File: src/rtl/core/hrt_pkg.sv
// Shared types and sizing constants for the handle registry table.
// Depends on nothing; imported by the controller and the top level.
package hrt_pkg;

  localparam int TABLE_DEPTH = 1024;
  localparam int KEY_BITS    = 32;
  localparam int IDX_W       = $clog2(TABLE_DEPTH);
  localparam int MARK_W      = $clog2(TABLE_DEPTH + 1);
  localparam int SLOT_W      = 10;
  localparam int HMARK_W     = 11;

  localparam logic REQ_REGISTER = 1'b0;
  localparam logic REQ_REMOVE   = 1'b1;

  typedef enum logic [1:0] {
    ST_IDLE,
    ST_SCAN,
    ST_SHRINK,
    ST_FIN
  } state_t;

  // Memory access issued by the controller in one cycle
  typedef struct packed {
    logic                we;
    logic [IDX_W-1:0]    waddr;
    logic [KEY_BITS-1:0] wdata;
    logic [IDX_W-1:0]    raddr;
  } ram_req_t;

endpackage

File: src/rtl/core/hrt_ctrl.sv
// Request sequencer: scans the slot memory, writes back, tracks the mark.
// Depends on hrt_pkg; drives the slot RAM through a ram_req_t bundle.
module hrt_ctrl
  import hrt_pkg::*;
(
  input  logic                clk,
  input  logic                rst_n,
  input  logic                in_valid,
  output logic                in_ready,
  input  logic                in_req_type,
  input  logic [31:0]         in_key,
  output logic                out_valid,
  input  logic                out_ready,
  output logic                out_ok,
  output logic [SLOT_W-1:0]   out_slot,
  output logic [HMARK_W-1:0]  out_high_mark,
  output ram_req_t            ram_req,
  input  logic [KEY_BITS-1:0] ram_rdata
);

  state_t              state_r, state_nxt;
  logic                op_r, op_nxt;
  logic [KEY_BITS-1:0] key_r, key_nxt;
  logic [MARK_W-1:0]   mark_r, mark_nxt;
  logic [MARK_W-1:0]   ptr_r, ptr_nxt;
  logic                rd_vld_r, rd_vld_nxt;
  logic [IDX_W-1:0]    rd_idx_r, rd_idx_nxt;
  logic                res_ok_r, res_ok_nxt;
  logic [IDX_W-1:0]    res_slot_r, res_slot_nxt;
  logic                out_valid_r, out_valid_nxt;
  logic                out_ok_r, out_ok_nxt;
  logic [SLOT_W-1:0]   out_slot_r, out_slot_nxt;
  logic [HMARK_W-1:0]  out_mark_r, out_mark_nxt;

  logic                accept;
  logic                out_free;
  logic [KEY_BITS-1:0] in_key_m;
  logic                scan_hit;
  logic                scan_done;
  logic                hit_at_top;
  logic                table_full;
  logic                rd_zero;

  assign in_key_m   = in_key[KEY_BITS-1:0];
  assign in_ready   = (state_r == ST_IDLE);
  assign accept     = in_valid && in_ready;
  assign out_free   = !out_valid_r || out_ready;
  assign rd_zero    = (ram_rdata == '0);
  assign scan_hit   = rd_vld_r && ((op_r == REQ_REGISTER) ? rd_zero : (ram_rdata == key_r));
  assign scan_done  = !scan_hit && (ptr_r == mark_r);
  assign hit_at_top = ((MARK_W'(rd_idx_r) + MARK_W'(1)) == mark_r);
  assign table_full = (mark_r == MARK_W'(TABLE_DEPTH));

  // Next state
  always_comb begin
    state_nxt = state_r;
    case (state_r)
      ST_IDLE: begin
        if (accept) begin
          state_nxt = (in_key_m == '0) ? ST_FIN : ST_SCAN;
        end
      end
      ST_SCAN: begin
        if (scan_hit) begin
          state_nxt = (op_r == REQ_REMOVE && hit_at_top) ? ST_SHRINK : ST_FIN;
        end else if (scan_done) begin
          state_nxt = ST_FIN;
        end
      end
      ST_SHRINK: begin
        if (rd_vld_r) begin
          if (!rd_zero || mark_r == MARK_W'(1)) begin
            state_nxt = ST_FIN;
          end
        end else if (mark_r == '0) begin
          state_nxt = ST_FIN;
        end
      end
      ST_FIN: begin
        if (out_free) begin
          state_nxt = ST_IDLE;
        end
      end
      default: state_nxt = ST_IDLE;
    endcase
  end

  // Datapath and memory access
  always_comb begin
    op_nxt        = op_r;
    key_nxt       = key_r;
    mark_nxt      = mark_r;
    ptr_nxt       = ptr_r;
    rd_vld_nxt    = 1'b0;
    rd_idx_nxt    = rd_idx_r;
    res_ok_nxt    = res_ok_r;
    res_slot_nxt  = res_slot_r;
    out_valid_nxt = out_valid_r && !out_ready;
    out_ok_nxt    = out_ok_r;
    out_slot_nxt  = out_slot_r;
    out_mark_nxt  = out_mark_r;
    ram_req       = '0;
    ram_req.raddr = ptr_r[IDX_W-1:0];
    case (state_r)
      ST_IDLE: begin
        // Latch the request and start the scan from slot zero
        if (accept) begin
          op_nxt       = in_req_type;
          key_nxt      = in_key_m;
          ptr_nxt      = '0;
          res_ok_nxt   = 1'b0;
          res_slot_nxt = '0;
        end
      end
      ST_SCAN: begin
        if (scan_hit) begin
          // First empty slot for register, first match for remove
          ram_req.we    = 1'b1;
          ram_req.waddr = rd_idx_r;
          ram_req.wdata = (op_r == REQ_REGISTER) ? key_r : '0;
          res_ok_nxt    = 1'b1;
          res_slot_nxt  = rd_idx_r;
          if (op_r == REQ_REMOVE && hit_at_top) begin
            mark_nxt = MARK_W'(rd_idx_r);
          end
        end else if (scan_done) begin
          // Register with no empty slot below the mark: append at the mark unless full
          if (op_r == REQ_REGISTER && !table_full) begin
            ram_req.we    = 1'b1;
            ram_req.waddr = mark_r[IDX_W-1:0];
            ram_req.wdata = key_r;
            res_ok_nxt    = 1'b1;
            res_slot_nxt  = mark_r[IDX_W-1:0];
            mark_nxt      = mark_r + MARK_W'(1);
          end
        end else begin
          // Issue the next read while checking the previous one
          rd_vld_nxt = 1'b1;
          rd_idx_nxt = ptr_r[IDX_W-1:0];
          ptr_nxt    = ptr_r + MARK_W'(1);
        end
      end
      ST_SHRINK: begin
        // Walk the mark down past trailing empty slots
        if (rd_vld_r) begin
          if (rd_zero) begin
            mark_nxt = mark_r - MARK_W'(1);
            if (mark_r != MARK_W'(1)) begin
              ram_req.raddr = IDX_W'(mark_r - MARK_W'(2));
              rd_vld_nxt    = 1'b1;
            end
          end
        end else if (mark_r != '0) begin
          ram_req.raddr = IDX_W'(mark_r - MARK_W'(1));
          rd_vld_nxt    = 1'b1;
        end
      end
      ST_FIN: begin
        // Hand the result to the output register once it is free
        if (out_free) begin
          out_valid_nxt = 1'b1;
          out_ok_nxt    = res_ok_r;
          out_slot_nxt  = SLOT_W'(res_slot_r);
          out_mark_nxt  = HMARK_W'(mark_r);
        end
      end
      default: ;
    endcase
  end

  // Control registers
  always_ff @(posedge clk) begin
    if (!rst_n) begin
      state_r     <= ST_IDLE;
      mark_r      <= '0;
      rd_vld_r    <= 1'b0;
      out_valid_r <= 1'b0;
    end else begin
      state_r     <= state_nxt;
      mark_r      <= mark_nxt;
      rd_vld_r    <= rd_vld_nxt;
      out_valid_r <= out_valid_nxt;
    end
  end

  // Payload registers
  always_ff @(posedge clk) begin
    op_r       <= op_nxt;
    key_r      <= key_nxt;
    ptr_r      <= ptr_nxt;
    rd_idx_r   <= rd_idx_nxt;
    res_ok_r   <= res_ok_nxt;
    res_slot_r <= res_slot_nxt;
    out_ok_r   <= out_ok_nxt;
    out_slot_r <= out_slot_nxt;
    out_mark_r <= out_mark_nxt;
  end

  assign out_valid     = out_valid_r;
  assign out_ok        = out_ok_r;
  assign out_slot      = out_slot_r;
  assign out_high_mark = out_mark_r;

  // Mark stays within the table
  a_mark_range: assert property (@(posedge clk) disable iff (!rst_n)
    mark_r <= MARK_W'(TABLE_DEPTH))
    else $error("high-water mark beyond table depth");

  // Memory is written only while scanning
  a_write_in_scan: assert property (@(posedge clk) disable iff (!rst_n)
    ram_req.we |-> state_r == ST_SCAN)
    else $error("slot write outside scan");

  // Mark moves by at most one per cycle
  a_mark_step: assert property (@(posedge clk) disable iff (!rst_n)
    (mark_r != $past(mark_r)) |->
      (mark_r == $past(mark_r) + MARK_W'(1) || mark_r == $past(mark_r) - MARK_W'(1)))
    else $error("high-water mark jumped");

  // A zero key goes straight to the result
  a_zero_key: assert property (@(posedge clk) disable iff (!rst_n)
    (accept && in_key_m == '0) |=> state_r == ST_FIN && !res_ok_r)
    else $error("zero key not rejected");

  // A failed request reports slot zero
  a_fail_slot: assert property (@(posedge clk) disable iff (!rst_n)
    (out_valid_r && !out_ok_r) |-> out_slot_r == '0)
    else $error("failed request with nonzero slot");

endmodule

File: config.mk
export PLATFORM = sky130hd
export DESIGN_NAME = hrt_ctrl
export DESIGN_NICKNAME = d
export VERILOG_FILES = /design/src/rtl/core/hrt_pkg.sv /design/src/rtl/core/hrt_ctrl.sv
export SDC_FILE = /design/constraint.sdc
export NUM_CORES = 1
export LEC_CHECK = 0
export BUFFER_PORTS_ARGS = -buffer_cell sky130_fd_sc_hd__buf_2
export CORE_ASPECT_RATIO = 0.6
export CORE_MARGIN = 4
export CORE_UTILIZATION = 55
export DETAILED_ROUTE_END_ITERATION = 7
export PLACE_DENSITY = 0.9
export SLEW_MARGIN = 20
export SYNTH_ARGS = -nofsm -noshare
export SYNTH_HDL_FRONTEND = slang
export SYNTH_SLANG_ARGS = --single-unit
File: constraint.sdc
create_clock -name clk -period 4.86 [get_ports clk]
set_clock_uncertainty 0.1 [all_clocks]
set_input_delay 0.972 -clock clk [delete_from_list [all_inputs] [get_ports clk]]
set_output_delay 0.972 -clock clk [all_outputs]
set_load 0.02 [all_outputs]
## After elaboration in Yosys (flattened, before gate mapping)

Cells that the tools add are included.

| storage, ports and cells | value |
|---|---|
| register bits after elaboration | 102 |

| cells by class | value |
|---|---|
| add/sub/neg operators | 5 |
| equality and inequality tests | 20 |
| multiplexer cells | 51 |
| bitwise logic cells | 3 |
| reductions and logical operators | 27 |

Operator list:

| cell | count |
|---|---|
| $mux 43 | 4 |
| $mux 11 | 9 |
| $mux 10 | 9 |
| $logic_not 32->1 | 2 |
| $pmux 11 s2 | 2 |
| $eq 32x32->1 | 1 |
| $mux 32 | 1 |
| $add 11x1->11 const B | 2 |
| $eq 11x11->1 | 2 |
| $pmux 10 s2 | 1 |
| $mux 2 | 8 |
| $ne 3x3->1 const B | 5 |
| $mux 1 | 14 |
| $add 10x1->11 const B | 1 |
| $eq 11x1->1 const B | 1 |
| $eq 11x11->1 const B | 1 |
| $logic_not 11->1 | 1 |
| $ne 11x1->1 const B | 1 |
| $reduce_bool 11->1 | 1 |
| $sub 11x1->11 const B | 1 |
| $ne 2x2->1 const B | 5 |
| $sub 10x2->10 const B | 1 |
| $pmux 2 s4 | 1 |
| $reduce_and 4->1 | 2 |
| 14 further kinds | 30 |

## Logic depth before layout (Yosys ltp)

Gate-level depths: netlist of the first run.

| logic depth | value |
|---|---|
| depth after elaboration | 8 |
| gate-level depth with buffers | 11 |

## Worst setup path before layout of the first run

OpenSTA, ideal clock, no wires.

| timing path | value |
|---|---|
| path type | in2out |
| start | input port ram_rdata[27] |
| end | output port ram_req[52] (netlist bit) |
| arrival time | 2.911 ns |
| required time | 3.788 ns |
| slack | 0.877 ns |
| stages | 7 |
| cell sequence | nor4_1 > nand4_1 > nor4b_1 > a41oi_1 > clkbuf_1 > clkbuf_1 > a21boi_1 |

RTL lines:

| what | RTL line | RTL |
|---|---|---|
| from (decl) | hrt_ctrl.sv:18 | `input logic [KEY_BITS-1:0] ram_rdata` |
| to (decl) | hrt_ctrl.sv:17 | `output ram_req_t ram_req,` |

==> results of run 1 <==
[worst paths after layout]
path                            cells after the start                     end  slack [ns]
worst min-delay path                                0   out_slot[9]$_DFFE_PP_        0.31
worst min register to register                      0   out_slot[9]$_DFFE_PP_        0.31
worst max-delay path                               11              ram_req[5]        0.43
worst max register to register                      9  mark_r[3]$_SDFFE_PN0P_        1.37
[cells by family (layout without fill, tap and decap cells)]
family / count (synthesis) / count (layout) / synth area share
adders and majority gates: 13 / 13 / 0.02631
DFF: 102 / 102 / 0.4711
and+or+nand+nor: 250 / 250 / 0.2193
muxes: 8 / 8 / 0.01295
xor gates and xnor gates: 66 / 66 / 0.09348
buffers and inverters: 50 / 195 / 0.03136
AOI/OAI and AO/OA: 132 / 132 / 0.1455
[cell type report]
class	instances	share of cell area
multi-input cells	469	0.4180
repair buffers	167	0.1205
clock inverters	7	0.007613
flip-flops and latches	102	0.3938
well taps	139	0.02352
clock buffers	9	0.03045
inverters	12	0.006090
[synth_stat cells (6+ instances only)]
master	instances
a21boi_1	21
a21oi_1	29
and2_1	44
clkbuf_1	32
dfxtp_1	15
edfxtp_1	87
ha_1	13
inv_1	12
mux2i_1	8
nand2_1	64
nand3_1	26
nand4_1	21
nor2_1	20
nor2b_1	6
nor3_1	13
nor4_1	19
o211ai_1	6
o21ai_0	14
o21ai_1	7
or3_1	10
xnor2_1	56
xor2_1	10
[state kept, by name (all words and copies together), names as in the netlist]
name,flops
mark_r,11
op_r,1
state_r,2
key_r,32
res_slot_r,10
out_high_mark,11
out_valid,1
ptr_r,11
rd_vld_r,1
res_ok_r,1
rd_idx_r,10
out_ok,1
out_slot,10
[metal layers]
| metal | vias up | GRT usage | wire [µm] |
|---|---|---|---|
| met4 | 0 | 0.06910 | 351 |
| met5 | - | 0 | 0 |
| met2 | 432 | 0.3949 | 7950 |
| met1 | 2701 | 0.4319 | 8127 |
| li1 | 2577 | - | - |
| met3 | 44 | 0.09809 | 2799 |
[through the flow]
stage                     cell area, µm²  instances  utilization
after floorplan                     6183        621            -
after global placement              7109        889       0.6597
after detailed placement            7109        889       0.6597
after CTS                           7391        905       0.6858
after global routing                7396        905       0.6863
final                               7396        905       0.6863
[where the power goes]
| part | leakage, nW | switching [mW] | internal, mW | total [mW] |
|---|---|---|---|---|
| clock | 0.132 | 0.326 | 0.354 | 0.680 |
| combinational | 1.80 | 0.472 | 0.318 | 0.790 |
| sequential | 0.972 | 0.224 | 1.20 | 1.42 |
| total | 2.91 | 1.02 | 1.87 | 2.89 |
==> results.md, run 1 <==
* Reg area at 2913 µm²
* Synth warn at 0
* Setup crit start kind: input port
* Ant. Diodes at 0
* Postcts setup bufs at 0
* Min Hold Slack at 0.3123 ns
* Synth async-reset ratio at 0
* Synth Instances at 621
* #FFs+latches synth at 102
* FMAX at 225.6 MHz
* P&R area growth vs syn at 19.61%
* Full die area at 13060 µm²
* Unrepaired setup endpoints after global routing: no
* Root buf cell: clkbuf_16
* CTS resizes at 0
* Port bufs at 145
* Final worst path period share at 0.9122
* Seq/Total Area, Yosys at 0.4711
* Post-Route WL at 19.23 mm
* Min-delay src: res_slot_r[9]$_SDFFCE_PN0P_
* Worst r2r src: rd_idx_r[0]$_DFFE_PP_
* Hold/Removal Path Class: flop to flop
* Cell Pwr Density at 390.9 nW/µm²
* Per-cell routed wire length at 21.25 µm
* Vias per inst at 6.358
* # fillers at 820
* Initial antenna violation count at 0
* Final #Nets at 843
* Vias in the first global route at 5263
* Initial DRC Count at 899
* H-tree Lvls at 3
* Maximum clock path buffer count at 2
* Critical path's most frequent cell: buf_2
* DIE WIDTH at 144.9 µm
* Synth area leaders: edfxtp_1 (42%), xnor2_1 (7.9%), dfxtp_1 (4.9%), and2_1 (4.5%), nand2_1 (3.9%)
* Syn_area_per_cell at 9.957 µm²
* Gr ovfl total at 0
* Worst stage delay on the critical path at 0.41 ns
* Max-slew headroom at 0.4356
* Worst EP arrival at 3.36 ns
* Slew @ Worst Pin at 0.8465 ns
* Mapped Nets at 703
* Clk Latency, worst-skew pair at 0.35 ns
* Layout cells sized above 1 at 0.2467
* Max cap viols at 0
* Worst Path Max Fanout at 6
* Final Hold Vio Count at 0
* Global-route wire length before repair at 29.19 mm
* GRT Total Usage at 0.2869
* Final WS setup at 0.4268 ns
* Setup TNS at 0 ns
* Worst path buffer plus inverter count at 3
* Yosys cell types at 63
* Placer congestion estimate at 1.039
* Post-layout minimum cycle time at 4.433 ns
* Largest net degree at the start of global routing at 42
* Final-report max-slew violation count at 0
* Vias at 5754
* Core outline area at 10780 µm²
* Cell Area, Synth at 6183 µm²
* Estimated wirelength of the detail-placed design at 14.53 mm
* Boundary pin count at 146
* Critical path class: input port to primary output
* Site Rows at 29
* Drt pass-1 iters at 5
* Area fraction of the dominant cell type after synthesis at 0.4225
* Most frequent cells in the layout: buf_2 (145), edfxtp_1 (87), nand2_1 (64)
* Initial core utilization at 0.5738
* Commonest non-fill, non-tap cell in the layout: buf_2
* CP endpoint kind: primary output
* Setup WS pre-CTS at 0.5154 ns
* CTS sink count at 102
* Critical path cell sequence: buf_2 -> nor4_1 -> nand4_1 -> nor3_1 -> buf_4 -> nand2_1 -> nand3_1 -> a21oi_1 -> a311oi_1 -> a21o_1 -> buf_2
* Power Total at 2.891 mW
* Area of the multi-input gates at 3092 µm²
* Hold buffers post-CTS at 0
* Num CTS Buffers at 9
* Worst setup path startpoint: ram_rdata[16]
* Final setup fails at 0
* Worst path required time at 3.79 ns
* Critical-path top delay cell: nor4_1
* Leakage power at 2.906 nW
* DRC viols at 0
* Die Height at 90.13 µm
* Status: completed
* VDD IR-drop max at 0.0003288 V
* ANT nets after route at 0
* Area leader, netlist: edfxtp_1
* Top_reg_cell synth: edfxtp_1
* CTS tree: built
* CP top delay family: simple AND/OR/NAND/NOR gates
* Clock Pin Slew Worst Setup and Hold Paths at 0.07 ns
* EDFF count, synth at 87
Note: power is estimated with default switching activity, not from simulation.
==> run 2, diff against run 1 <==
--- a/config.mk
+++ b/config.mk
@@ -8,9 +8,10 @@
 export BUFFER_PORTS_ARGS = -buffer_cell sky130_fd_sc_hd__buf_2
 export CORE_ASPECT_RATIO = 0.6
 export CORE_MARGIN = 4
-export CORE_UTILIZATION = 55
+export CORE_UTILIZATION = 56
+export CTS_BUF_LIST = sky130_fd_sc_hd__clkbuf_4
 export DETAILED_ROUTE_END_ITERATION = 7
-export PLACE_DENSITY = 0.9
+export PLACE_DENSITY = 0.92
 export SLEW_MARGIN = 20
 export SYNTH_ARGS = -nofsm -noshare
 export SYNTH_HDL_FRONTEND = slang
==> results.md, run 2 (synthesis gave the netlist of run 1 again) <==
* Setup WS pre-CTS at 0.4662 ns
* Full die area at 12840 µm²
* Global-route wire length before repair at 28.92 mm
* Routed length on met2 at 8.253 mm
* DRC viols at 0
* Cell Pwr Density at 364.6 nW/µm²
* CTS tree: built
* Layout cells sized above 1 at 0.2418
* Per-cell routed wire length at 21.21 µm
* Setup TNS at 0 ns
* Biggest register: key_r
* Port bufs at 145
* Initial antenna violation count at 0
* P&R area growth vs syn at 16.57%
* Hold/Removal Path Class: flop to flop
* Power Total at 2.628 mW
* GRT Total Usage at 0.2979
* Slew @ Worst Pin at 0.8434 ns
* ANT nets after route at 0
* Placer congestion estimate at 0.9898
* Unrepaired setup endpoints after global routing: no
* Final #Nets at 838
* Clk Latency, worst-skew pair at 0.48 ns
* FMAX at 221.9 MHz
* Metal3 WL at 2.812 mm
* Final setup fails at 0
* CP endpoint kind: primary output
* Num CTS Buffers at 9
* Ant. Diodes at 0
* Non-Filler Instances at 900
* Initial core utilization at 0.5796
* Gr ovfl total at 0
* Clock Pin Slew Worst Setup and Hold Paths at 0.16 ns
* Vias per inst at 6.354
* DIE WIDTH at 143.7 µm
* H-tree Lvls at 3
* Critical-path top delay cell: o21ai_1
* Drt pass-1 iters at 6
* Worst stage delay on the critical path at 0.71 ns
* Status: completed
* Worst Path Max Fanout at 14
* Vias at 5719
* Estimated wirelength of the detail-placed design at 14.58 mm
* Critical path class: flop to primary output
* Worst path required time at 3.79 ns
* Placed instance count at 884
* Largest net degree at the start of global routing at 34
* Final-report max-slew violation count at 0
* Final Hold Vio Count at 0
* Max-slew headroom at 0.4376
* Max reg flops at 32
* Site Rows at 29
* Root buf cell: clkbuf_4
* Post-layout minimum cycle time at 4.506 ns
* Final worst path period share at 0.9271
* Final WS setup at 0.3541 ns
* Leakage power at 2.818 nW
* CP top delay family: compound AO/OA/AOI/OAI gates
* VDD IR-drop max at 0.0002789 V
* Max cap viols at 0
* Worst EP arrival at 3.43 ns
* Design Area, Final at 7208 µm²
* Most frequent cells in the layout: buf_2 (145), edfxtp_1 (87), nand2_1 (64)
* Initial DRC Count at 1023
* Critical path cell sequence: nor3_1 -> and4b_1 -> a21oi_1 -> o21ai_1 -> a311oi_1 -> a21o_1 -> buf_2
* Commonest non-fill, non-tap cell in the layout: buf_2
* Placement Cell Area at 7072 µm²
* Post-Route WL at 19.09 mm
* Core outline area at 10670 µm²
* Boundary pin count at 146
* Vias in the first global route at 5168
* Top layer in use: met4
* Postcts setup bufs at 0
* Maximum clock path buffer count at 2
* Setup crit start kind: flop
* Final core occ at 0.6757
* Met1 wire length at 7.827 mm
* CTS resizes at 0
* Hold buffers post-CTS at 0
* CTS sink count at 102
* Worst path buffer plus inverter count at 1
* Min Hold Slack at 0.3407 ns
* Die Height at 89.40 µm
run 2: cell count changes in the layout (fill, tap and decap cells not counted), sizes merged:
cell      change
buf           -5
clkbuf        +1
clkinv        +1
clkinvlp      -1
inv           -1
run 2: final cells by class:
class                           count  area [µm²]
Clock buffer                       10       75.07
Timing Repair Buffer              162       853.3
Sequential cell                   102        2913
Tap cell                          139       173.9
Clock inverter                      6       56.30
Inverter                           12       45.04
Fill cell                         856        3460
Multi-Input combinational cell    469        3092
run 2: path summary, 6_finish.rpt:
path         depth (start not counted)  slack (ns)                         from                endpoint
max                                  7        0.35       mark_r[2]$_SDFFE_PN0P_              ram_req[5]
min                                  0        0.34  res_slot_r[8]$_SDFFCE_PN0P_   out_slot[8]$_DFFE_PP_
max reg2reg                          9        1.41        rd_idx_r[0]$_DFFE_PP_  mark_r[3]$_SDFFE_PN0P_
min reg2reg                          0        0.34  res_slot_r[8]$_SDFFCE_PN0P_   out_slot[8]$_DFFE_PP_
run 2: report_power, final:
group	internal, mW	total [mW]	switching [mW]
clock	0.120	0.421	0.301
combinational	0.319	0.791	0.472
sequential	1.19	1.42	0.221
run 2: metal layers:
metal,up-vias,global-route usage
met2,411,0.4400
met5,-,0
met3,32,0.08231
met4,0,0.06410
li1,2570,-
met1,2706,0.4413
